## src/hw/rtl/ftm_ram.sv

```systemverilog
// Generic simple dual-port RAM with one write port and a registered read port.
module ftm_ram #(
  parameter int WIDTH = 8,
  parameter int DEPTH = 16
) (
  input  logic                     clk,
  input  logic                     wr_en,
  input  logic [$clog2(DEPTH)-1:0] wr_addr,
  input  logic [WIDTH-1:0]         wr_data,
  input  logic                     rd_en,
  input  logic [$clog2(DEPTH)-1:0] rd_addr,
  output logic [WIDTH-1:0]         rd_data
);

  logic [WIDTH-1:0] mem [DEPTH];

  always_ff @(posedge clk) begin
    if (wr_en) begin
      mem[wr_addr] <= wr_data;
    end
    if (rd_en) begin
      rd_data <= mem[rd_addr];
    end
  end

endmodule

```

## config.mk

```make
export PLATFORM = sky130hd
export DESIGN_NAME = ftm_ram
export DESIGN_NICKNAME = d
export VERILOG_FILES = /design/src/hw/rtl/ftm_ram.sv
export SDC_FILE = /design/constraint.sdc
export NUM_CORES = 1
export LEC_CHECK = 0
export ABC_AREA = 0
export BUFFER_PORTS_ARGS = -buffer_cell sky130_fd_sc_hd__buf_2
export CAP_MARGIN = 20
export CORE_MARGIN = 2
export CORE_UTILIZATION = 55
export CTS_CLUSTER_SIZE = 16
export DETAILED_ROUTE_END_ITERATION = 7
export GPL_TIMING_DRIVEN = 0
export PLACE_DENSITY = 0.76
export RECOVER_POWER = 25
export REMOVE_ABC_BUFFERS = 1
export SLEW_MARGIN = 20
export SYNTH_ARGS = -nofsm -noshare
export SYNTH_HDL_FRONTEND = slang
export SYNTH_SLANG_ARGS = --single-unit
```

## constraint.sdc

```tcl
create_clock -name clk -period 1.94 [get_ports clk]
set_input_delay 0.194 -clock clk [delete_from_list [all_inputs] [get_ports clk]]
set_output_delay 0.194 -clock clk [all_outputs]
set_load 0.05 [all_outputs]
```

# Yosys cells after proc, flatten, opt, wreduce, memory -nomap -nowiden
# Memories as Yosys holds them, arrays and structs flattened. A register that Yosys moved wholly into a read port is not among the register bits.
# Index checks and enable logic that the tools add are counted.
[word_totals]
romBits = 0
out_inout_bits = 8
latchBits = 0
ram_bits = 128
wordCells = 3
reg_bits = 0
mem_count = 1
[classes]
mux = 2
n_shift = 0
magnitude_cmp = 0
mul = 0
reduce_logical = 0
div = 0
n_bitwise = 0
n_addsub = 0
n_eq_ne = 0
[memory_table]
columns = ["memory", "words", "word_bits", "rd", "rd_ports_with_merged_regs", "write_ports", "line_no", "text"]
rows = [
  ["mem", 16, 8, 1, 1, 1, "15", "logic [WIDTH-1:0] mem [DEPTH];"],
]
[op_table]
columns = ["op", "n"]
rows = [
  ["2-to-1 mux 1 bit", 2],
]

# Depth between registers and ports, before layout
# Gate-level depths: netlist of run 1.
[logic_depth]
ltp_word = 2
depth_mapped = 5

# Worst setup path after synthesis of run 1
# No wires, ideal clock.
[synth_path]
kind = "in2reg"
from = "input wr_addr[2]"
to = "memory mem[0][0], enable pin"
path_stages = 2
slack_ns = 0.253
setup_ns = 0.383
arrival_ns = 1.304
t_required_ns = 1.557
path_cell_list = "or3b_2 nor3_1"
[synth_rtl]
columns = ["element", "line_no", "text"]
rows = [
  ["from (decl)", "8", "input logic [$clog2(DEPTH)-1:0] wr_addr,"],
  ["to (decl)", "15", ""],
]
# No word-level cell before the write port.

==> results of run 1 <==
-- where the power goes --
part	total [mW]	switching, mW	internal [mW]
Sequential	3.33	0.0150	3.31
Combinational	0.333	0.219	0.114
Clock	3.43	1.20	2.23
-- sequential cells by signal, indices dropped and copies added (netlist names) --
signal   flops
mem        128
rd_data      8
-- cell families after synthesis --
logic type / count (synthesis) / share of synthesized area
DFF: 136 / 0.781
AOI/OAI and AO/OA: 16 / 0.0230
muxes: 32 / 0.148
and+or+nand+nor: 35 / 0.0314
buffers and inverters: 10 / 0.0165
-- worst min path at each step --
stage          depth (start not counted)        from          to  slack (ns)
3_5_place_dp                           1       rd_en  rd_data[3]        0.54
2_1_floorplan                          0  wr_data[0]   mem[0][0]        0.29
3_3_place_gp                           1       rd_en  rd_data[3]        0.53
5_1_grt                                1  wr_data[1]   mem[1][1]        0.07
4_1_cts                                1  wr_data[2]  mem[14][2]        0.03
6_report                               1  wr_data[1]   mem[0][1]        0.06
-- worst register-to-register path: cells and delay by family, from the launching register on --
family          cells  cell delay (ns)
compound gates      1             0.24
simple gates        1             0.14
flops               1             0.36
mux                 1             0.55
-- metrics by stage --
step           std cells  total power, mW  setup slack (ns)  cell area [µm²]  hold WS (ns)
2_1_floorplan        219             3.57             0.253             5140         0.293
3_3_place_gp         374             3.70            -0.475             5430         0.526
3_5_place_dp         375             3.72            -0.486             5460         0.542
4_1_cts              408             7.14            0.0883             6110        0.0257
5_1_grt              408             7.27            0.0124             6100        0.0654
6_report             408             7.09             0.114             6100        0.0641
-- per-layer routing --
| layer | share of wire | track usage | vias to the layer above |
|---|---|---|---|
| li1 | - | - | 1058 |
| met1 | 0.40 | 0.280 | 1222 |
| met2 | 0.51 | 0.323 | 97 |
| met3 | 0.068 | 0.0656 | 13 |
| met4 | 0.017 | 0.0676 | 0 |
| met5 | 0 | 0 | - |
-- final cells by class --
cell class,count,share of cell area
multi-input combinational,83,0.177
clock inverter,14,0.0363
sequential,136,0.669
tap,129,0.0265
timing repair buffer,28,0.0228
clock buffer,18,0.0685
-- layout by cell type, fill, tap and decap left out, drive strengths merged --
cell           n
nand2b         2
clkinv         4
and2           1
clkbuf        25
and2b          1
a22oi         16
nor2          13
nor3           4
inv            3
dlygate4sd3    1
edfxtp       136
nand2          9
bufinv         5
clkinvlp       2
nor2b          1
or3b           1
nand3b         2
mux4          32
buf           20
nand3          1
==> flow_summary.ini, run 1 <==
[run_status]
run_status = completed

[route]
finalWirelength_mm = 9.60
first_pass_iters = 5
num_vias = 2390
vias_per_cell = 5.86
drt_iter0_drc = 191
ant_nets = 0
wire_per_inst_um = 23.5
drc = 0

[layout]
insertedDiodeCount = 0
n_fill_cell = 595
drive_gt1_frac = 0.262
layout.nets = 285
area_delta_synth_final_pct = 16.7
utilization = 0.660
seqCellArea_um2 = 4080
multiInputGateArea_um2 = 1080

[yosys]
synth_top_area_frac = 0.781
ys_ff_latch = 136
yosysSeqAreaShare = 0.781
synth_warnings = 0
synth.distinct_cells = 18
synth_common_cells = 136 x edfxtp_1, 18 x mux4_2, 16 x a22oi_1
yosysTopAreaCell = edfxtp_1
syn_area_per_cell_um2 = 22.8
yosysMostFrequentCell = edfxtp_1
synth_edf_count = 136
ys.flop_type = edfxtp_1
syn_area_um2 = 5230
syn_inst = 229
synthArstFlopShare = 0
synth_area_leaders = edfxtp_1 78%, mux4_2 7.8%, mux4_1 7.0%

[job]
cap_viol_max_count = 0

[critical_path]
crit_family = buffers and inverters
reg2reg_from = mem[1][0]
cp-end-kind = flop
required_ns = 2.19
critPathMaxStageDelay_ns = 0.77
cpMaxStageDelayCell = buf_2
path_class = input port to flop
endpoint = rd_data[2]
cp_max_fo = 32
worst-path-buf-inv = 1
reg2reg_to = rd_data[0]
arrival_ns = 2.07
start_kind = input port
worst-path-stages = 4
r2r_setup_slack_ns = 0.38
cp-startpoint = rd_addr[0]
cp_cell_sequence = buf_2 -> mux4_1 -> a22oi_1 -> nand2_1
reg2reg_depth = 3

[global_routing]
antenna_found_initial = 0
grt_max_degree = 33
grt_pass1_wl_mm = 14.3
grt.total_usage = 0.206
grt-ovfl-total = 0
grt_pass1_vias = 2427

[sta]
post-route-min-period_ns = 1.83
period_share = 0.941
fin_tns_setup_ns = 0
slew_violations = 0
hold_viol_final = 0
finClkSkew_ns = 0.0107
clock.fmax_mhz = 548
finalSetupViolCount = 0
worst_pin_slew_ns = 1.04
maxSlewHeadroom = 0.309
rsz0062_at_grt = false

[power]
p_per_area_nw_per_um2 = 1160
irDropWorstVdd_mv = 1.05
leakagePower_nw = 2.01

[cts]
numCtsBuffers = 17
cts_hold_buf = 1
post_cts_resized = 0
cts.path.max_buffers = 2
ctsRootBufferMaster = clkbuf_8
clkTransAtPathRegs_ns = 0.06
clock_latency_ns = 0.53
post-cts-setup-buffers = 0
htree_levels = 4
tritoncts = done
cts.sinks = 136

[placed_design]
dp_hpwl_mm = 5.57
place_congestion = 0.741
numPortBuffers = 26

[die]
die_y_um = 101
die-area_um2 = 10300
die_w_um = 101
design.core.area_um2 = 9240
start_util = 0.566
rows = 35
ios = 27

[hold_path]
hp-class = input port to flop
No activity file was read; power rests on OpenSTA's default activity.
==> run 2: changes to the inputs <==
- SETUP_SLACK_MARGIN: default -> 0.5
==> run 2 against run 1 <==
  * Clock skew barely moved
  * Die area did not move
  * First-iteration DRC count rose by 16%
  * Critical path depth fell by 1
  * Critical path type is now flop to flop
  * Worst setup slack improved by 0.37 ns
  * Power rose by 0.60%
  * Critical endpoint unchanged
  * Highest routed layer unchanged
  * Non-clock buffer count did not move
  * Final cell count did not move
  * Combinational power rose by 9.0%
  * Clock power barely moved
==> flow_summary.ini, run 2 (same netlist as run 1, synthesis figures left out) <==
[route]
ant_nets = 0
num_vias = 2405
first_pass_iters = 5
drt_iter0_drc = 221
vias_per_cell = 5.89
wire_per_inst_um = 24.2
drc = 0
finalWirelength_mm = 9.86

[sta]
post-route-min-period_ns = 1.45
worst_pin_slew_ns = 1.06
hold_viol_final = 0
setup_slack_ns = 0.485
clock.fmax_mhz = 687
rsz0062_at_grt = true
finClkSkew_ns = 0.0109
period_share = 0.750
slew_violations = 0
maxSlewHeadroom = 0.292
finalSetupViolCount = 0

[cts]
cts.sinks = 136
clock_latency_ns = 0.53
post-cts-setup-buffers = 0
clkTransAtPathRegs_ns = 0.06
tritoncts = done
htree_levels = 4
ctsRootBufferMaster = clkbuf_8
numCtsBuffers = 17
cts.path.max_buffers = 2

[critical_path]
cpMaxStageDelayCell = mux4_2
required_ns = 2.21
cp-end-kind = flop
critPathMaxStageDelay_ns = 0.49
reg2reg_to = rd_data[2]
start_kind = flop
cp_max_fo = 1
reg2reg_depth = 3
r2r_setup_slack_ns = 0.49
path_class = flop to flop
arrival_ns = 1.72
reg2reg_from = mem[0][2]
cp_cell_sequence = mux4_2 -> a22oi_2 -> nand2_2

[hold_path]
hp-class = input port to flop
min_path_cells = 1
hp-start = wr_data[1]
hold_path_end = mem[0][1]

[layout]
insertedDiodeCount = 0
reg_top3 = mem: 128 flops, rd_data: 8 flops
layout.nets = 285
top_register = mem
area_delta_synth_final_pct = 17.5
n_fill_cell = 592
multiInputGateArea_um2 = 1110
seqCellArea_um2 = 4080
final_common_cell = edfxtp_1
utilization = 0.665
drive_gt1_frac = 0.373
largest_reg_flops = 128
final_cell_mix = 136 x edfxtp_1, 30 x mux4_2, 18 x buf_2, 16 x clkbuf_16, 13 x a22oi_2
fin_cells = 408

[die]
die_w_um = 101
rows = 35
start_util = 0.566
ios = 27
die-area_um2 = 10300
design.core.area_um2 = 9240
die_y_um = 101

[global_routing]
antenna_found_initial = 0
grt.total_usage = 0.209
grt_pass1_vias = 2417
grt_pass1_wl_mm = 14.6
grt_max_degree = 33
grt-ovfl-total = 0

[job]
cap_viol_max_count = 0

[run_status]
run_status = completed

[placed_design]
place_congestion = 0.741
dp_hpwl_mm = 5.57
numPortBuffers = 26
dp_slack_ns = -0.486
dp.cells = 375

[power]
leakagePower_nw = 1.96
p_total_mw = 7.13
p_per_area_nw_per_um2 = 1160
irDropWorstVdd_mv = 1.04
-- run 2: cell counts in the layout (fill, tap and decap cells not counted) --
Identical to the previous run, type by type.
-- run 2: power breakdown --
group          internal, mW  leakage (nW)  switching [mW]  total [mW]
sequential             3.31          1.24          0.0163        3.33
combinational         0.128         0.424           0.235       0.363
clock                  2.23         0.304            1.21        3.44
total                  5.67          1.96            1.47        7.13
-- run 2: worst max-delay path by stage --
stage	startpoint	endpoint	slack [ns]	depth (start not counted)
after floorplan	wr_addr[2]	mem[0][0]	0.25	2
after global placement	rd_addr[0]	rd_data[3]	-0.47	4
after detailed placement	rd_addr[0]	rd_data[3]	-0.49	4
after CTS	mem[10][3]	rd_data[3]	0.47	3
after global routing	mem[11][2]	rd_data[2]	0.45	3
final	mem[0][2]	rd_data[2]	0.49	3
-- run 2: layer usage --
layer	track usage	vias up	routed length (µm)
met1	0.292	1241	4090
met5	0	-	0
li1	-	1045	-
met2	0.322	102	4950
met3	0.0656	17	652
met4	0.0686	0	172
-- run 2: cell type report --
cell class | instances | share of cell area
sequential | 136 | 0.665
multi-input combinational | 83 | 0.181
clock buffer | 18 | 0.0680
clock inverter | 14 | 0.0361
tap | 129 | 0.0263
timing repair buffer | 28 | 0.0236
-- run 2: stage by stage --
stage,hold slack [ns],instance area (µm²),TNS [ns]
detailed placement,0.542,5460,-4.29
finish,0.0600,6140,0
floorplan,0.293,5140,0
global route,0.0654,6140,0
global placement,0.526,5430,-8.13
CTS,0.0257,6140,0
-- run 2: what timing repair did --
action | 4_1_cts | 5_1_grt
pin swaps | 11 | 3
hold buffers | 1 | 0
endpoints found under the hold margin | 8 | 0
resized for setup | 22 | 11
setup endpoints to repair | 16 | 24
-- run 2: worst max-delay path, delay by kind of cell (launching register included) --
kind / cells / cell delay (ns)
AO/OA/AOI/OAI: 1 / 0.22
flip-flops: 1 / 0.37
multiplexers: 1 / 0.49
AND/OR/NAND/NOR: 1 / 0.10
