### src/hw/rtl/ftm_pkg.sv
// Shared constants, types and arithmetic helpers of the Fenwick prefix-sum core.
package ftm_pkg;

  localparam int DEPTH  = 4096;
  localparam int ADDR_W = $clog2(DEPTH);
  localparam int IDX_W  = ADDR_W + 2;
  localparam int POS_W  = 13;
  localparam int SIZE_W = 13;
  localparam int VAL_W  = 30;
  localparam int OPC_W  = 2;

  localparam logic [VAL_W-1:0]  MODULUS    = 30'd1000000007;
  localparam logic [SIZE_W-1:0] SIZE_RESET = SIZE_W'(DEPTH);
  localparam logic [POS_W-1:0]  DEPTH_POS  = POS_W'(DEPTH);

  localparam logic [OPC_W-1:0] OP_ADD   = 2'd0;
  localparam logic [OPC_W-1:0] OP_QUERY = 2'd1;
  localparam logic [OPC_W-1:0] OP_CLEAR = 2'd2;

  typedef struct packed {
    logic              wr_en;
    logic [ADDR_W-1:0] wr_addr;
    logic [VAL_W-1:0]  wr_data;
    logic              rd_en;
    logic [ADDR_W-1:0] rd_addr;
  } mem_req_t;

  // Sum of two residues, reduced once below the modulus.
  function automatic logic [VAL_W-1:0] mod_add(input logic [VAL_W-1:0] a,
                                              input logic [VAL_W-1:0] b);
    logic [VAL_W:0] s;
    logic [VAL_W:0] d;
    s = {1'b0, a} + {1'b0, b};
    d = s - {1'b0, MODULUS};
    if (s >= {1'b0, MODULUS}) begin
      return d[VAL_W-1:0];
    end
    return s[VAL_W-1:0];
  endfunction

  // Lowest set bit of a tree index.
  function automatic logic [IDX_W-1:0] low_bit(input logic [IDX_W-1:0] v);
    return v & (~v + IDX_W'(1));
  endfunction

endpackage

### src/hw/rtl/ftm_ctrl.sv
// Sequencer of the Fenwick prefix-sum core: tree walks, node updates and clearing.
module ftm_ctrl (
  input  logic                         clk,
  input  logic                         rst,
  input  logic                         in_valid,
  output logic                         in_ready,
  input  logic [ftm_pkg::OPC_W-1:0]    in_opcode,
  input  logic [ftm_pkg::POS_W-1:0]    in_position,
  input  logic [ftm_pkg::VAL_W-1:0]    in_addend,
  input  logic [ftm_pkg::SIZE_W-1:0]   size_in_use,
  input  logic [ftm_pkg::VAL_W-1:0]    rd_data,
  output ftm_pkg::mem_req_t            mem_req,
  output logic                         res_valid,
  output logic [ftm_pkg::VAL_W-1:0]    res_sum,
  input  logic                         res_ready
);

  localparam logic [2:0] ST_IDLE   = 3'd0;
  localparam logic [2:0] ST_ADD    = 3'd1;
  localparam logic [2:0] ST_QUERY  = 3'd2;
  localparam logic [2:0] ST_RESULT = 3'd3;
  localparam logic [2:0] ST_CLEAR  = 3'd4;

  logic [2:0]                   state, state_next;
  logic [ftm_pkg::IDX_W-1:0]    idx, idx_next;
  logic [ftm_pkg::POS_W-1:0]    bound, bound_next;
  logic [ftm_pkg::VAL_W-1:0]    addv, addv_next;
  logic [ftm_pkg::VAL_W-1:0]    acc, acc_next;
  logic [ftm_pkg::ADDR_W-1:0]   clr_cnt, clr_cnt_next;

  logic                         accept;
  logic [ftm_pkg::POS_W-1:0]    bound_in;
  logic [ftm_pkg::POS_W-1:0]    pos_sat;
  logic [ftm_pkg::VAL_W-1:0]    mod_sum;
  logic [ftm_pkg::IDX_W-1:0]    up_next;
  logic [ftm_pkg::IDX_W-1:0]    dn_next;

  assign in_ready = (state == ST_IDLE);
  assign accept   = in_valid && in_ready;
  assign res_valid = (state == ST_RESULT);
  assign res_sum   = acc;

  assign bound_in = (size_in_use > ftm_pkg::DEPTH_POS) ? ftm_pkg::DEPTH_POS : size_in_use;
  assign pos_sat  = (in_position > ftm_pkg::DEPTH_POS) ? ftm_pkg::DEPTH_POS : in_position;

  // One modular adder serves both walks: node plus addend, or running sum plus node.
  assign mod_sum = ftm_pkg::mod_add(rd_data, (state == ST_ADD) ? addv : acc);
  assign up_next = idx + ftm_pkg::low_bit(idx);
  assign dn_next = idx - ftm_pkg::low_bit(idx);

  always_comb begin
    state_next   = state;
    idx_next     = idx;
    bound_next   = bound;
    addv_next    = addv;
    acc_next     = acc;
    clr_cnt_next = clr_cnt;
    mem_req      = '0;
    unique case (state)
      ST_IDLE: begin
        if (accept) begin
          unique case (in_opcode)
            ftm_pkg::OP_ADD: begin
              if ((in_position != '0) && (in_position <= bound_in)) begin
                mem_req.rd_en   = 1'b1;
                mem_req.rd_addr = in_position[ftm_pkg::ADDR_W-1:0];
                idx_next        = ftm_pkg::IDX_W'(in_position);
                bound_next      = bound_in;
                addv_next       = ftm_pkg::mod_add(in_addend, '0);
                state_next      = ST_ADD;
              end
            end
            ftm_pkg::OP_QUERY: begin
              acc_next = '0;
              if (pos_sat == '0) begin
                state_next = ST_RESULT;
              end else begin
                mem_req.rd_en   = 1'b1;
                mem_req.rd_addr = pos_sat[ftm_pkg::ADDR_W-1:0];
                idx_next        = ftm_pkg::IDX_W'(pos_sat);
                state_next      = ST_QUERY;
              end
            end
            ftm_pkg::OP_CLEAR: begin
              clr_cnt_next = '0;
              state_next   = ST_CLEAR;
            end
            default: begin
            end
          endcase
        end
      end
      ST_ADD: begin
        // Walk nodes are distinct, so the next read never meets this write.
        mem_req.wr_en   = 1'b1;
        mem_req.wr_addr = idx[ftm_pkg::ADDR_W-1:0];
        mem_req.wr_data = mod_sum;
        if (up_next <= ftm_pkg::IDX_W'(bound)) begin
          mem_req.rd_en   = 1'b1;
          mem_req.rd_addr = up_next[ftm_pkg::ADDR_W-1:0];
          idx_next        = up_next;
        end else begin
          state_next = ST_IDLE;
        end
      end
      ST_QUERY: begin
        acc_next = mod_sum;
        if (dn_next != '0) begin
          mem_req.rd_en   = 1'b1;
          mem_req.rd_addr = dn_next[ftm_pkg::ADDR_W-1:0];
          idx_next        = dn_next;
        end else begin
          state_next = ST_RESULT;
        end
      end
      ST_RESULT: begin
        if (res_ready) begin
          state_next = ST_IDLE;
        end
      end
      ST_CLEAR: begin
        mem_req.wr_en   = 1'b1;
        mem_req.wr_addr = clr_cnt;
        mem_req.wr_data = '0;
        clr_cnt_next    = clr_cnt + 1'b1;
        if (clr_cnt == '1) begin
          state_next = ST_IDLE;
        end
      end
      default: begin
        state_next = ST_IDLE;
      end
    endcase
  end

  always_ff @(posedge clk) begin
    if (rst) begin
      state   <= ST_CLEAR;
      clr_cnt <= '0;
    end else begin
      state   <= state_next;
      clr_cnt <= clr_cnt_next;
    end
  end

  always_ff @(posedge clk) begin
    idx   <= idx_next;
    bound <= bound_next;
    addv  <= addv_next;
    acc   <= acc_next;
  end

endmodule

### config.mk
export PLATFORM = sky130hd
export DESIGN_NAME = ftm_ctrl
export DESIGN_NICKNAME = d
export VERILOG_FILES = /design/src/hw/rtl/ftm_pkg.sv /design/src/hw/rtl/ftm_ctrl.sv
export SDC_FILE = /design/constraint.sdc
export NUM_CORES = 1
export LEC_CHECK = 0
export ABC_CLOCK_PERIOD_IN_PS = 15700
export BUFFER_PORTS_ARGS = -buffer_cell sky130_fd_sc_hd__buf_2
export CAP_MARGIN = 20
export CELL_PAD_IN_SITES_DETAIL_PLACEMENT = 0
export CELL_PAD_IN_SITES_GLOBAL_PLACEMENT = 2
export CORE_ASPECT_RATIO = 1.4
export CORE_MARGIN = 10
export CORE_UTILIZATION = 35
export DETAILED_ROUTE_END_ITERATION = 12
export GPL_TIMING_DRIVEN = 0
export HOLD_SLACK_MARGIN = 0.1
export PLACE_DENSITY_LB_ADDON = 0.1
export SYNTH_ARGS = -nofsm -noshare
export SYNTH_HDL_FRONTEND = slang
export SYNTH_SLANG_ARGS = --single-unit
### constraint.sdc
create_clock -name clk -period 15.7 [get_ports clk]
set_input_delay 3.14 -clock clk [delete_from_list [all_inputs] [get_ports clk]]
set_output_delay 3.14 -clock clk [all_outputs]
set_load 0.05 [all_outputs]
# Word level (Yosys, flattened, before mapping)
# Index checks and enable logic that the tools add are counted.
[op_classes] n_eq_ne=20 magnitude_cmp=6 reduce_logical=15 mux=43 n_addsub=7 n_bitwise=2
[ops] operator="$mux W30" count=7
[ops] operator="$mux W13" count=7
[ops] operator="$pmux W43 S2" count=1
[ops] operator="$mux W14" count=5
[ops] operator="$pmux W30 S2" count=1
[ops] operator="$sub A30 B30 Y30 const B" count=2
[ops] operator="$pmux W14 S3" count=1
[ops] operator="$pmux W13 S3" count=1
[ops] operator="$add A30 B30 Y31" count=1
[ops] operator="$ge A31 B30 Y1 const B" count=1
[ops] operator="$ge A30 B30 Y1 const B" count=1
[ops] operator="$pmux W14 S2" count=1
[ops] operator="$gt A13 B13 Y1 const B" count=2
[ops] operator="$pmux W13 S2" count=1
[ops] operator="$mux W12" count=2
[ops] operator="$pmux W12 S2" count=1
[ops] operator="$mux W3" count=6
[ops] operator="$pmux W3 S5" count=1
[ops] operator="$add A14 B1 Y14 const B" count=1
[ops] operator="$add A14 B14 Y14" count=1
[ops] operator="$and A14 B14 Y14" count=1
[ops] operator="$le A14 B13 Y1" count=1
[ops] operator="$not A14 Y14" count=1
[ops] operator="$reduce_and A7 Y1" count=2
[ops] operator="26 further kinds" count=44
[totals] wordCells=99 inputBits=92 reg_bits=102 out_inout_bits=88

# Longest topological paths before layout
# Gate-level depths: netlist of run 1.
[depth] depth_word=9 mapped_depth=21 ltp_nobuf=18

# Worst setup path before layout of run 1
# Ideal clock, no wire load.
[synth_path] path_type="input-to-output" startpoint="input port rd_data[0] (netlist bit)" endpoint="output port mem_req[21] (netlist bit)" stages=14 t_required_ns=12.560 arrival_time_ns=7.002 setup_slack_ns=5.558 path_buffers=0 path_cell_list="ha_1 inv_1 fa_1 nand2b_1 a21bo_2 a2111oi_2 nor4_1 a2111oi_4 o21ai_0 a22oi_1 o2111ai_1 nand2_1 nand4b_1 mux2i_1"
[synth_rtl] item="start: declaration" line_no="ftm_ctrl.sv:11" source="input logic [ftm_pkg::VAL_W-1:0] rd_data,"
[synth_rtl] item="end: declaration" line_no="ftm_ctrl.sv:12" source="output ftm_pkg::mem_req_t mem_req,"

==> results of run 1 <==
layer usage:
| metal | wire length [um] | track usage [%] | part of all wire, % |
|---|---|---|---|
| met2 | 19600 | 41.2 | 53 |
| met1 | 13700 | 23.1 | 37 |
| met3 | 1740 | 3.11 | 4.7 |
| met5 | 0 | 0 | 0 |
| met4 | 1850 | 10.6 | 5.0 |
worst max-delay path: cells and delay by family:
family                   cells  cell delay [ns]
AO/OA/AOI/OAI                5             2.10
XOR/XNOR                     2             0.81
buffers and inverters        4             0.72
AND/OR/NAND/NOR              4             0.66
adder cells (fa/ha/maj)      2             0.55
path summary, 6_finish.rpt:
path | from | endpoint | slack [ns] | cells after the start
max | rd_data[0] | mem_req[32] | 4.56 | 17
min | clr_cnt[8] | clr_cnt[8] | 0.51 | 2
max reg2reg | state[2] | res_sum[19] | 8.76 | 21
min reg2reg | clr_cnt[8] | clr_cnt[8] | 0.51 | 2
logic make-up after synthesis:
logic type | count (synthesis) | share of synthesized area [%]
simple gates | 508 | 25.4
compound gates | 308 | 23.0
buf+inv | 104 | 4.31
flops | 102 | 31.5
xor+xnor | 70 | 6.64
fa+ha+maj | 62 | 8.40
mux | 7 | 0.772
layout by cell type, fill, tap and decap left out, types with 15 or more instances in the layout:
| cell | count |
|---|---|
| nand2_1 | 200 |
| ha_1 | 58 |
| nor2_1 | 121 |
| clkbuf_1 | 48 |
| dfxtp_1 | 15 |
| xnor2_1 | 48 |
| xor2_1 | 22 |
| nor3_1 | 22 |
| o21ai_0 | 55 |
| edfxtp_1 | 87 |
| a21o_1 | 28 |
| a21oi_1 | 80 |
| o211ai_1 | 17 |
| inv_1 | 50 |
| buf_2 | 185 |
| nand3_1 | 42 |
state kept, by name, indices dropped and copies added, names as in the netlist:
name,cells
bound,13
addv,30
res_sum,30
idx,14
clr_cnt,12
state,3
per-stage QoR:
step           setup slack [ns]  cell area [um^2]
6_report                   4.56             10900
5_1_grt                    4.26             10900
4_1_cts                    4.67             10900
3_5_place_dp               4.68             10600
3_3_place_gp               3.15             10500
2_1_floorplan              5.56              9240
layout make-up:
class	count	area [um^2]	share of cell area (%)
timing repair buffer	186	958	8.75
multi-input combinational	955	5950	54.3
antenna	3	7.51	0.0686
tap	324	405	3.70
clock buffer	9	225	2.06
buffer	54	210	1.92
inverter	50	188	1.71
sequential	102	2910	26.6
clock inverter	7	91.3	0.834
power breakdown:
group / total (mW) / internal [mW] / switching [mW]
sequential: 0.294 / 0.293 / 0.000788
clock: 0.246 / 0.116 / 0.130
combinational: 0.154 / 0.0554 / 0.0989
==> flow_summary_export.csv, run 1 <==
group,metric,value,unit
run_status,status,"finished clean",
detailed_routing,wl_per_cell,21.9,um
clock_network,postCtsSetupRepairBufs,0,
critical_path,crit_top_cell,"buf_2",
power_and_ir_drop,leakage,4.76,nW
clock_network,clock-sinks,102,
clock_network,clk_pin_slew,0.08,ns
place,dp_hpwl,31000,um
floorplanning,ios,180,
global_route,grt_max_degree,23,
clock_network,cts_resized,0,
critical_path,crit_path_cell_trace,"buf_2, ha_1, inv_1, fa_1, nand2b_1, a21boi_0, nor2_1, xor2_1, nand4_1, o311ai_0, a22oi_1, o2111ai_1, buf_2, a21boi_0, xor2_1, nor2_1, buf_2",
critical_path,cp.arrival,8.00,ns
synth,synth_area_per_cell,7.96,um^2
sta,fmax,89.7,MHz
synth,yosysMostFrequentCell,"nand2_1",
sta,finalMaxSlewViolations,0,
floorplanning,start_util,35.4,%
detailed_routing,ant_nets,0,
synth,synthArstFlopShare,0,%
layout,area_growth,18.5,%
global_route,gr-total-overflow,0,
clock_network,clockBufferDepth,2,
clock_network,clock_latency,0.37,ns
run,drv_cap,0,
synth,synth-seq-cells,102,
sta,finalSetupTns,0,ns
clock_network,cts_hold_buffers,0,
global_route,grtUsageTotal,21.9,%
synth,yosysWarnings,0,
detailed_routing,drtIter0Drc,460,
critical_path,worstPathMaxFanout,10,
clock_network,cts_buffers,9,
critical_path,critPathMaxStageDelay,0.66,ns
synth,synth_edf_count,87,
critical_path,cp_slowest_cell,"o311ai_0",
power_and_ir_drop,power.density,63.4,nW/um^2
clock_network,htree_levels,3,
global_route,grt_pass1_vias,9592,
layout,final_util,42.0,%
detailed_routing,remaining_drc_errors,0,
synth,ys.flop_type,"edfxtp_1",
place,dp_cells,1670,
synth,synthCells,1161,
detailed_routing,vias,9328,
place,gp_congestion,0.910,
clock_network,cts-root-buf,"clkbuf_16",
synth,yosysTopAreaCell,"edfxtp_1",
critical_path,required,12.56,ns
floorplanning,die_y,212,um
sta,rsz0062_at_grt,"false",
floorplanning,core-area,26100,um^2
floorplanning,die_area,33400,um^2
global_route,antenna_found_initial,0,
hold_path,hp-class,"flop to flop",
global_route,grt_pass1_wl,55800,um
power_and_ir_drop,vdd_ir_drop_max,0.0472,mV
detailed_routing,firstDrtPassIters,5,
sta,setup_viol,0,
synth,synth_commonest_cells,"nand2_1, nor2_1, edfxtp_1",
sta,hold_viol_final,0,
floorplanning,die_w,157,um
sta,relSlewSlack,34.1,%
synth,yosysTopAreaCellShare,28.3,%
critical_path,critPathKind,"primary input to primary output",
sta,hold_ws,0.513,ns
synth,synthTopCellsByArea,"edfxtp_1, nand2_1, ha_1",
synth,syn_nets,1312,
detailed_routing,routed_wl,37000,um
critical_path,endpoint_kind,"primary output",
sta,fin_crit,11.14,ns
layout,final_nets,1509,
synth,ys_types,74,
power_and_ir_drop,power,694,uW
floorplanning,fp-row-count,70,
synth,ys_seq_area_share,31.5,%
layout,drive_gt1_share,16.7,%
layout,finalNonFillerCells,1690,
sta,post-route-period-util,71.0,%
clock_network,tritoncts,"yes",
place,port_buffers,178,
synth,syn_area,9240,um^2
critical_path,start_kind,"primary input",
layout,fill_cells,2784,
sta,tightest_slew,0.976,ns
detailed_routing,viasPerCell,5.52,
sta,fin_skew,0.0200,ns
(Power assumes the default switching activity.)
==> inputs of run 2 (changes only) <==
--- a/config.mk
+++ b/config.mk
@@ -5,14 +5,14 @@
 export SDC_FILE = /design/constraint.sdc
 export NUM_CORES = 1
 export LEC_CHECK = 0
-export ABC_CLOCK_PERIOD_IN_PS = 15700
+export ABC_CLOCK_PERIOD_IN_PS = 11600
 export BUFFER_PORTS_ARGS = -buffer_cell sky130_fd_sc_hd__buf_2
 export CAP_MARGIN = 20
 export CELL_PAD_IN_SITES_DETAIL_PLACEMENT = 0
 export CELL_PAD_IN_SITES_GLOBAL_PLACEMENT = 2
 export CORE_ASPECT_RATIO = 1.4
 export CORE_MARGIN = 10
-export CORE_UTILIZATION = 35
+export CORE_UTILIZATION = 33
 export DETAILED_ROUTE_END_ITERATION = 12
 export GPL_TIMING_DRIVEN = 0
 export HOLD_SLACK_MARGIN = 0.1
==> constraint.sdc (replaced) <==
create_clock -name clk -period 11.6 [get_ports clk]
set_input_delay 2.32 -clock clk [delete_from_list [all_inputs] [get_ports clk]]
set_output_delay 2.32 -clock clk [all_outputs]
set_load 0.05 [all_outputs]
==> flow_summary_export.csv, run 2 (synthesis results as in run 1) <==
group,metric,value,unit
detailed_routing,wl_per_cell,21.8,um
clock_network,postCtsSetupRepairBufs,0,
detailed_routing,viasPerCell,5.41,
power_and_ir_drop,leakage,4.76,nW
sta,fin_skew,0.0127,ns
floorplanning,die_y,218,um
critical_path,timing.rr.start,"state[1]",
floorplanning,die_w,161,um
clock_network,cts_resized,0,
clock_network,cts_hold_buffers,0,
clock_network,clk_pin_slew,0.09,ns
global_route,grt_pass1_vias,9732,
global_route,gr-total-overflow,0,
layout,area_growth,19.0,%
detailed_routing,vias,9381,
global_route,antenna_found_initial,0,
detailed_routing,ant_nets,0,
layout,fill_cells,3052,
sta,post-route-period-util,81.7,%
critical_path,cp.arrival,7.16,ns
global_route,grt_max_degree,21,
layout,final_nets,1509,
clock_network,clock-sinks,102,
power_and_ir_drop,power.density,84.4,nW/um^2
critical_path,critPathTopFamily,"compound AO/OA/AOI/OAI gates",
clock_network,tritoncts,"yes",
power_and_ir_drop,power,928,uW
power_and_ir_drop,vdd_ir_drop_max,0.0669,mV
critical_path,critPathMaxStageDelay,0.64,ns
sta,setup_viol,0,
place,dp_hpwl,31400,um
hold_path,hp-class,"flop to flop",
sta,relSlewSlack,26.0,%
critical_path,critPathKind,"flop to primary output",
sta,fin_crit,9.48,ns
global_route,grt_pass1_wl,56900,um
critical_path,start_kind,"flop",
detailed_routing,drtIter0Drc,371,
floorplanning,start_util,33.4,%
critical_path,crit_path_cell_trace,"nor2_1, and2_1, clkbuf_1, clkbuf_1, nand2_1, nand2_1, ha_1, inv_1, fa_1, nand2b_1, a21boi_0, nor2_1, xor2_1, nand4_1, o311ai_0, a22oi_1, o2111ai_1, buf_2, a22oi_1, xnor2_1, nor2_1, buf_2",
layout,final_cell_mix,"nand2_1, buf_2, nor2_1",
critical_path,worstPathMaxFanout,10,
sta,finalSetupTns,0,ns
detailed_routing,remaining_drc_errors,0,
critical_path,cp_slowest_cell,"o311ai_0",
clock_network,htree_levels,3,
critical_path,endpoint_kind,"primary output",
hold_path,min_from,"clr_cnt[8]",
floorplanning,core-area,27700,um^2
clock_network,clock_latency,0.38,ns
run_status,status,"finished clean",
floorplanning,fp-row-count,72,
critical_path,regToRegSetupSlack,4.79,ns
clock_network,cts_buffers,9,
sta,hold_viol_final,0,
global_route,grtUsageTotal,21.1,%
place,port_buffers,178,
clock_network,cts-root-buf,"clkbuf_16",
run,drv_cap,0,
critical_path,critical_path_buf_inv_count,5,
floorplanning,ios,180,
sta,fmax,106,MHz
layout,n_antenna_cell,0,
critical_path,critPathLaunch,"state[1]",
layout,final_common_cell,"nand2_1",
layout,drive_gt1_share,16.7,%
detailed_routing,routed_wl,37800,um
critical_path,required,9.28,ns
floorplanning,die_area,35200,um^2
sta,finalMaxSlewViolations,0,
sta,tightest_slew,1.10,ns
place,gp_congestion,0.900,
clock_network,clockBufferDepth,2,
sta,rsz0062_at_grt,"false",
detailed_routing,firstDrtPassIters,5,
critical_path,crit_top_cell,"nor2_1",
## run 2: changes by cell type in the layout (fill, tap and decap cells not counted), moves of 2 or more
cell / delta
clkinv_4: +2
clkinv_8: -2
inv_6: -3
diode_2: -3
inv_8: +3
## run 2: stage by stage
stage / hold slack, ns / std cells / worst slack (ns) / util [%] / area [um^2]
2_1_floorplan: 0.466 / 1161 / 2.95 / - / 9240
3_3_place_gp: 0.491 / 1709 / -0.206 / 38.3 / 10600
3_5_place_dp: 0.507 / 1716 / 2.23 / 38.6 / 10700
4_1_cts: 0.518 / 1732 / 2.09 / 39.7 / 11000
5_1_grt: 0.553 / 1733 / 1.62 / 39.7 / 11000
6_report: 0.516 / 1733 / 2.12 / 39.7 / 11000
## run 2: final cells by class
type	instances	area, um^2	share of cell area (%)
clock inverters	7	72.6	0.660
repair buffers	186	970	8.82
multi-input cells	955	5950	54.1
clock buffers	9	225	2.05
well taps	370	463	4.21
inverters	50	188	1.71
flip-flops and latches	102	2910	26.5
plain buffers	54	210	1.91
## run 2: metal layers
layer  GRT usage [%]  routed length [um]  vias to the layer above
li1                -                   -                     4617
met1            21.2               13800                     4426
met2            39.9               20000                      268
met3            3.25                1760                       70
met4            12.9                2220                        0
met5               0                   0                        -
## run 2: final timing paths
| check | end | depth (start not counted) |
|---|---|---|
| max | mem_req[27] | 22 |
| min | clr_cnt[8] | 2 |
| max reg2reg | res_sum[14] | 21 |
| min reg2reg | clr_cnt[8] | 2 |
## run 2: worst register-to-register path, stage by stage, from the launching register on
cell       delay (ns)
dfxtp_1          0.36
nor2_1           0.24
and2_1           0.17
clkbuf_1         0.45
clkbuf_1         0.53
nand2_1          0.26
nand2_1          0.12
ha_1             0.17
inv_1            0.06
fa_1             0.39
nand2b_1         0.20
a21boi_0         0.47
nor2_1           0.10
xor2_1           0.37
nand4_1          0.28
o311ai_0         0.64
a22oi_1          0.23
o2111ai_1        0.43
buf_2            0.32
a22oi_1          0.14
xnor2_1          0.55
nor2_1           0.07
## run 2: power by group
part           internal [mW]  switching (mW)  leakage, nW
Combinational         0.0750           0.132         3.72
Clock                  0.153           0.171        0.148
Sequential             0.396         0.00114        0.896
==> inputs of run 3 (changes only) <==
--- a/config.mk
+++ b/config.mk
@@ -5,14 +5,14 @@
 export SDC_FILE = /design/constraint.sdc
 export NUM_CORES = 1
 export LEC_CHECK = 0
-export ABC_CLOCK_PERIOD_IN_PS = 11600
+export ABC_CLOCK_PERIOD_IN_PS = 8400
 export BUFFER_PORTS_ARGS = -buffer_cell sky130_fd_sc_hd__buf_2
 export CAP_MARGIN = 20
 export CELL_PAD_IN_SITES_DETAIL_PLACEMENT = 0
 export CELL_PAD_IN_SITES_GLOBAL_PLACEMENT = 2
 export CORE_ASPECT_RATIO = 1.4
 export CORE_MARGIN = 10
-export CORE_UTILIZATION = 33
+export CORE_UTILIZATION = 30
 export DETAILED_ROUTE_END_ITERATION = 12
 export GPL_TIMING_DRIVEN = 0
 export HOLD_SLACK_MARGIN = 0.1
==> constraint.sdc (replaced) <==
create_clock -name clk -period 8.4 [get_ports clk]
set_input_delay 1.68 -clock clk [delete_from_list [all_inputs] [get_ports clk]]
set_output_delay 1.68 -clock clk [all_outputs]
set_load 0.05 [all_outputs]
==> flow_summary_export.csv, run 3 (synthesis results as in run 1) <==
group,metric,value,unit
run_status,status,"finished clean",
clock_network,cts_buffers,9,
floorplanning,die_w,168,um
floorplanning,ios,180,
sta,fmax,125,MHz
sta,tightest_slew,0.949,ns
layout,area_growth,20.2,%
critical_path,critPathMaxStageDelay,0.56,ns
critical_path,critical_path_buf_inv_count,4,
detailed_routing,wl_per_cell,22.4,um
detailed_routing,remaining_drc_errors,0,
clock_network,clock-sinks,102,
sta,setup_viol,0,
hold_path,whs_path_depth,2,
detailed_routing,drtIter0Drc,497,
layout,seq_area,2910,um^2
global_route,gr-total-overflow,0,
power_and_ir_drop,vdd_ir_drop_max,0.0870,mV
clock_network,clockBufferDepth,2,
detailed_routing,vias,9240,
critical_path,endpoint_kind,"primary output",
floorplanning,die_y,228,um
clock_network,htree_levels,3,
place,gp_congestion,0.856,
power_and_ir_drop,power.density,118,nW/um^2
critical_path,critPathTopFamily,"simple AND/OR/NAND/NOR gates",
layout,multi_input_area,6000,um^2
floorplanning,core-area,30600,um^2
hold_path,hp-class,"flop to flop",
global_route,grt_pass1_vias,9652,
critical_path,critPathKind,"flop to primary output",
detailed_routing,routed_wl,39400,um
floorplanning,start_util,30.2,%
detailed_routing,viasPerCell,5.26,
power_and_ir_drop,leakage,4.81,nW
critical_path,crit_cells,21,
clock_network,clk_pin_slew,0.08,ns
critical_path,cp_slowest_cell,"or4b_1",
sta,finalMaxSlewViolations,0,
place,dp_hpwl,32900,um
layout,drive_gt1_share,17.7,%
layout,final_common_cell,"nand2_1",
clock_network,cts-root-buf,"clkbuf_16",
critical_path,crit_path_cell_trace,"nor2_1, and2_4, clkbuf_2, nand2_1, nand2_1, ha_1, inv_1, fa_1, nand2b_1, a21boi_1, o21ai_0, a31oi_1, xor2_2, or4b_1, nor4_1, o2111ai_1, buf_2, a21oi_1, xor2_1, nor2_1, buf_2",
critical_path,worstPathMaxFanout,10,
detailed_routing,firstDrtPassIters,5,
sta,fin_skew,0.0156,ns
place,pre_cts_ws,-0.130,ns
clock_network,tritoncts,"yes",
critical_path,cp.arrival,6.32,ns
sta,relSlewSlack,35.9,%
critical_path,worstRegToRegCells,20,
floorplanning,die_area,38300,um^2
detailed_routing,ant_nets,0,
layout,final_util,36.3,%
critical_path,required,6.72,ns
global_route,grt_pass1_wl,58000,um
clock_network,postCtsSetupRepairBufs,0,
global_route,grt_max_degree,23,
sta,fin_crit,8.00,ns
place,port_buffers,178,
sta,post-route-period-util,95.2,%
clock_network,clock_latency,0.38,ns
floorplanning,fp-row-count,76,
global_route,grtUsageTotal,20.0,%
layout,fill_cells,3352,
sta,rsz0062_at_grt,"false",
sta,setup_ws,0.400,ns
layout,final_cell_mix,"nand2_1, buf_2, nor2_1",
critical_path,start_kind,"flop",
layout,final_nets,1510,
run,drv_cap,0,
sta,hold_viol_final,0,
global_route,antenna_found_initial,1,
==> run 3: final timing paths <==
kind / startpoint / endpoint / slack [ns]
hold / removal: clr_cnt[8] / clr_cnt[8] / 0.53
hold reg to reg: clr_cnt[8] / clr_cnt[8] / 0.53
setup reg to reg: state[2] / res_sum[18] / 2.47
setup / recovery: state[2] / mem_req[31] / 0.40
==> run 3: final cells by class <==
cell class	instances	area share (%)
timing repair buffer	188	8.89
inverter	50	1.69
clock inverter	7	0.822
antenna	1	0.0225
buffer	53	1.90
clock buffer	9	2.03
multi-input combinational	955	54.0
sequential	102	26.2
tap	390	4.39
==> run 3: power by group <==
group / switching, mW / internal (mW)
clock: 0.247 / 0.217
sequential: 0.00148 / 0.547
combinational: 0.189 / 0.107
==> run 3: per-stage QoR <==
stage               instance area [um^2]  cells  hold slack [ns]  setup TNS [ns]  power [mW]
floorplan                           9240   1161            0.466               0       0.742
global placement                   10600   1729            0.495         -133.77       0.852
detailed placement                 10700   1738            0.518          -0.939       0.852
CTS                                11000   1753            0.529               0        1.32
global route                       11100   1754            0.565               0        1.37
finish                             11100   1755            0.526               0        1.31
==> run 3: what timing repair did <==
item                                    in CTS  in global routing
resized for setup                            2                 16
endpoints found under the setup margin      29                 28
hold buffers                                 0                  0
==> run 3: routing by layer <==
metal	vias to the layer above	routed length (um)	GRT usage, %
met3	60	1470	3.18
met4	2	1810	9.62
li1	4621	-	-
met5	-	19	0
met1	4317	14700	20.2
met2	240	21400	38.9
==> run 3: worst register-to-register path: stages, from the launching register on <==
cell and delay [ns]:
dfxtp_1 0.36, nor2_1 0.25, and2_4 0.30, clkbuf_2 0.30
nand2_1 0.17, nand2_1 0.10, ha_1 0.18, inv_1 0.06
fa_1 0.40, nand2b_1 0.20, a21boi_1 0.31, o21ai_0 0.23
a31oi_1 0.31, xor2_2 0.21, or4b_1 0.56, nor4_1 0.38
o2111ai_1 0.30, buf_2 0.30, a21oi_1 0.18, xor2_1 0.50
nor2_1 0.07
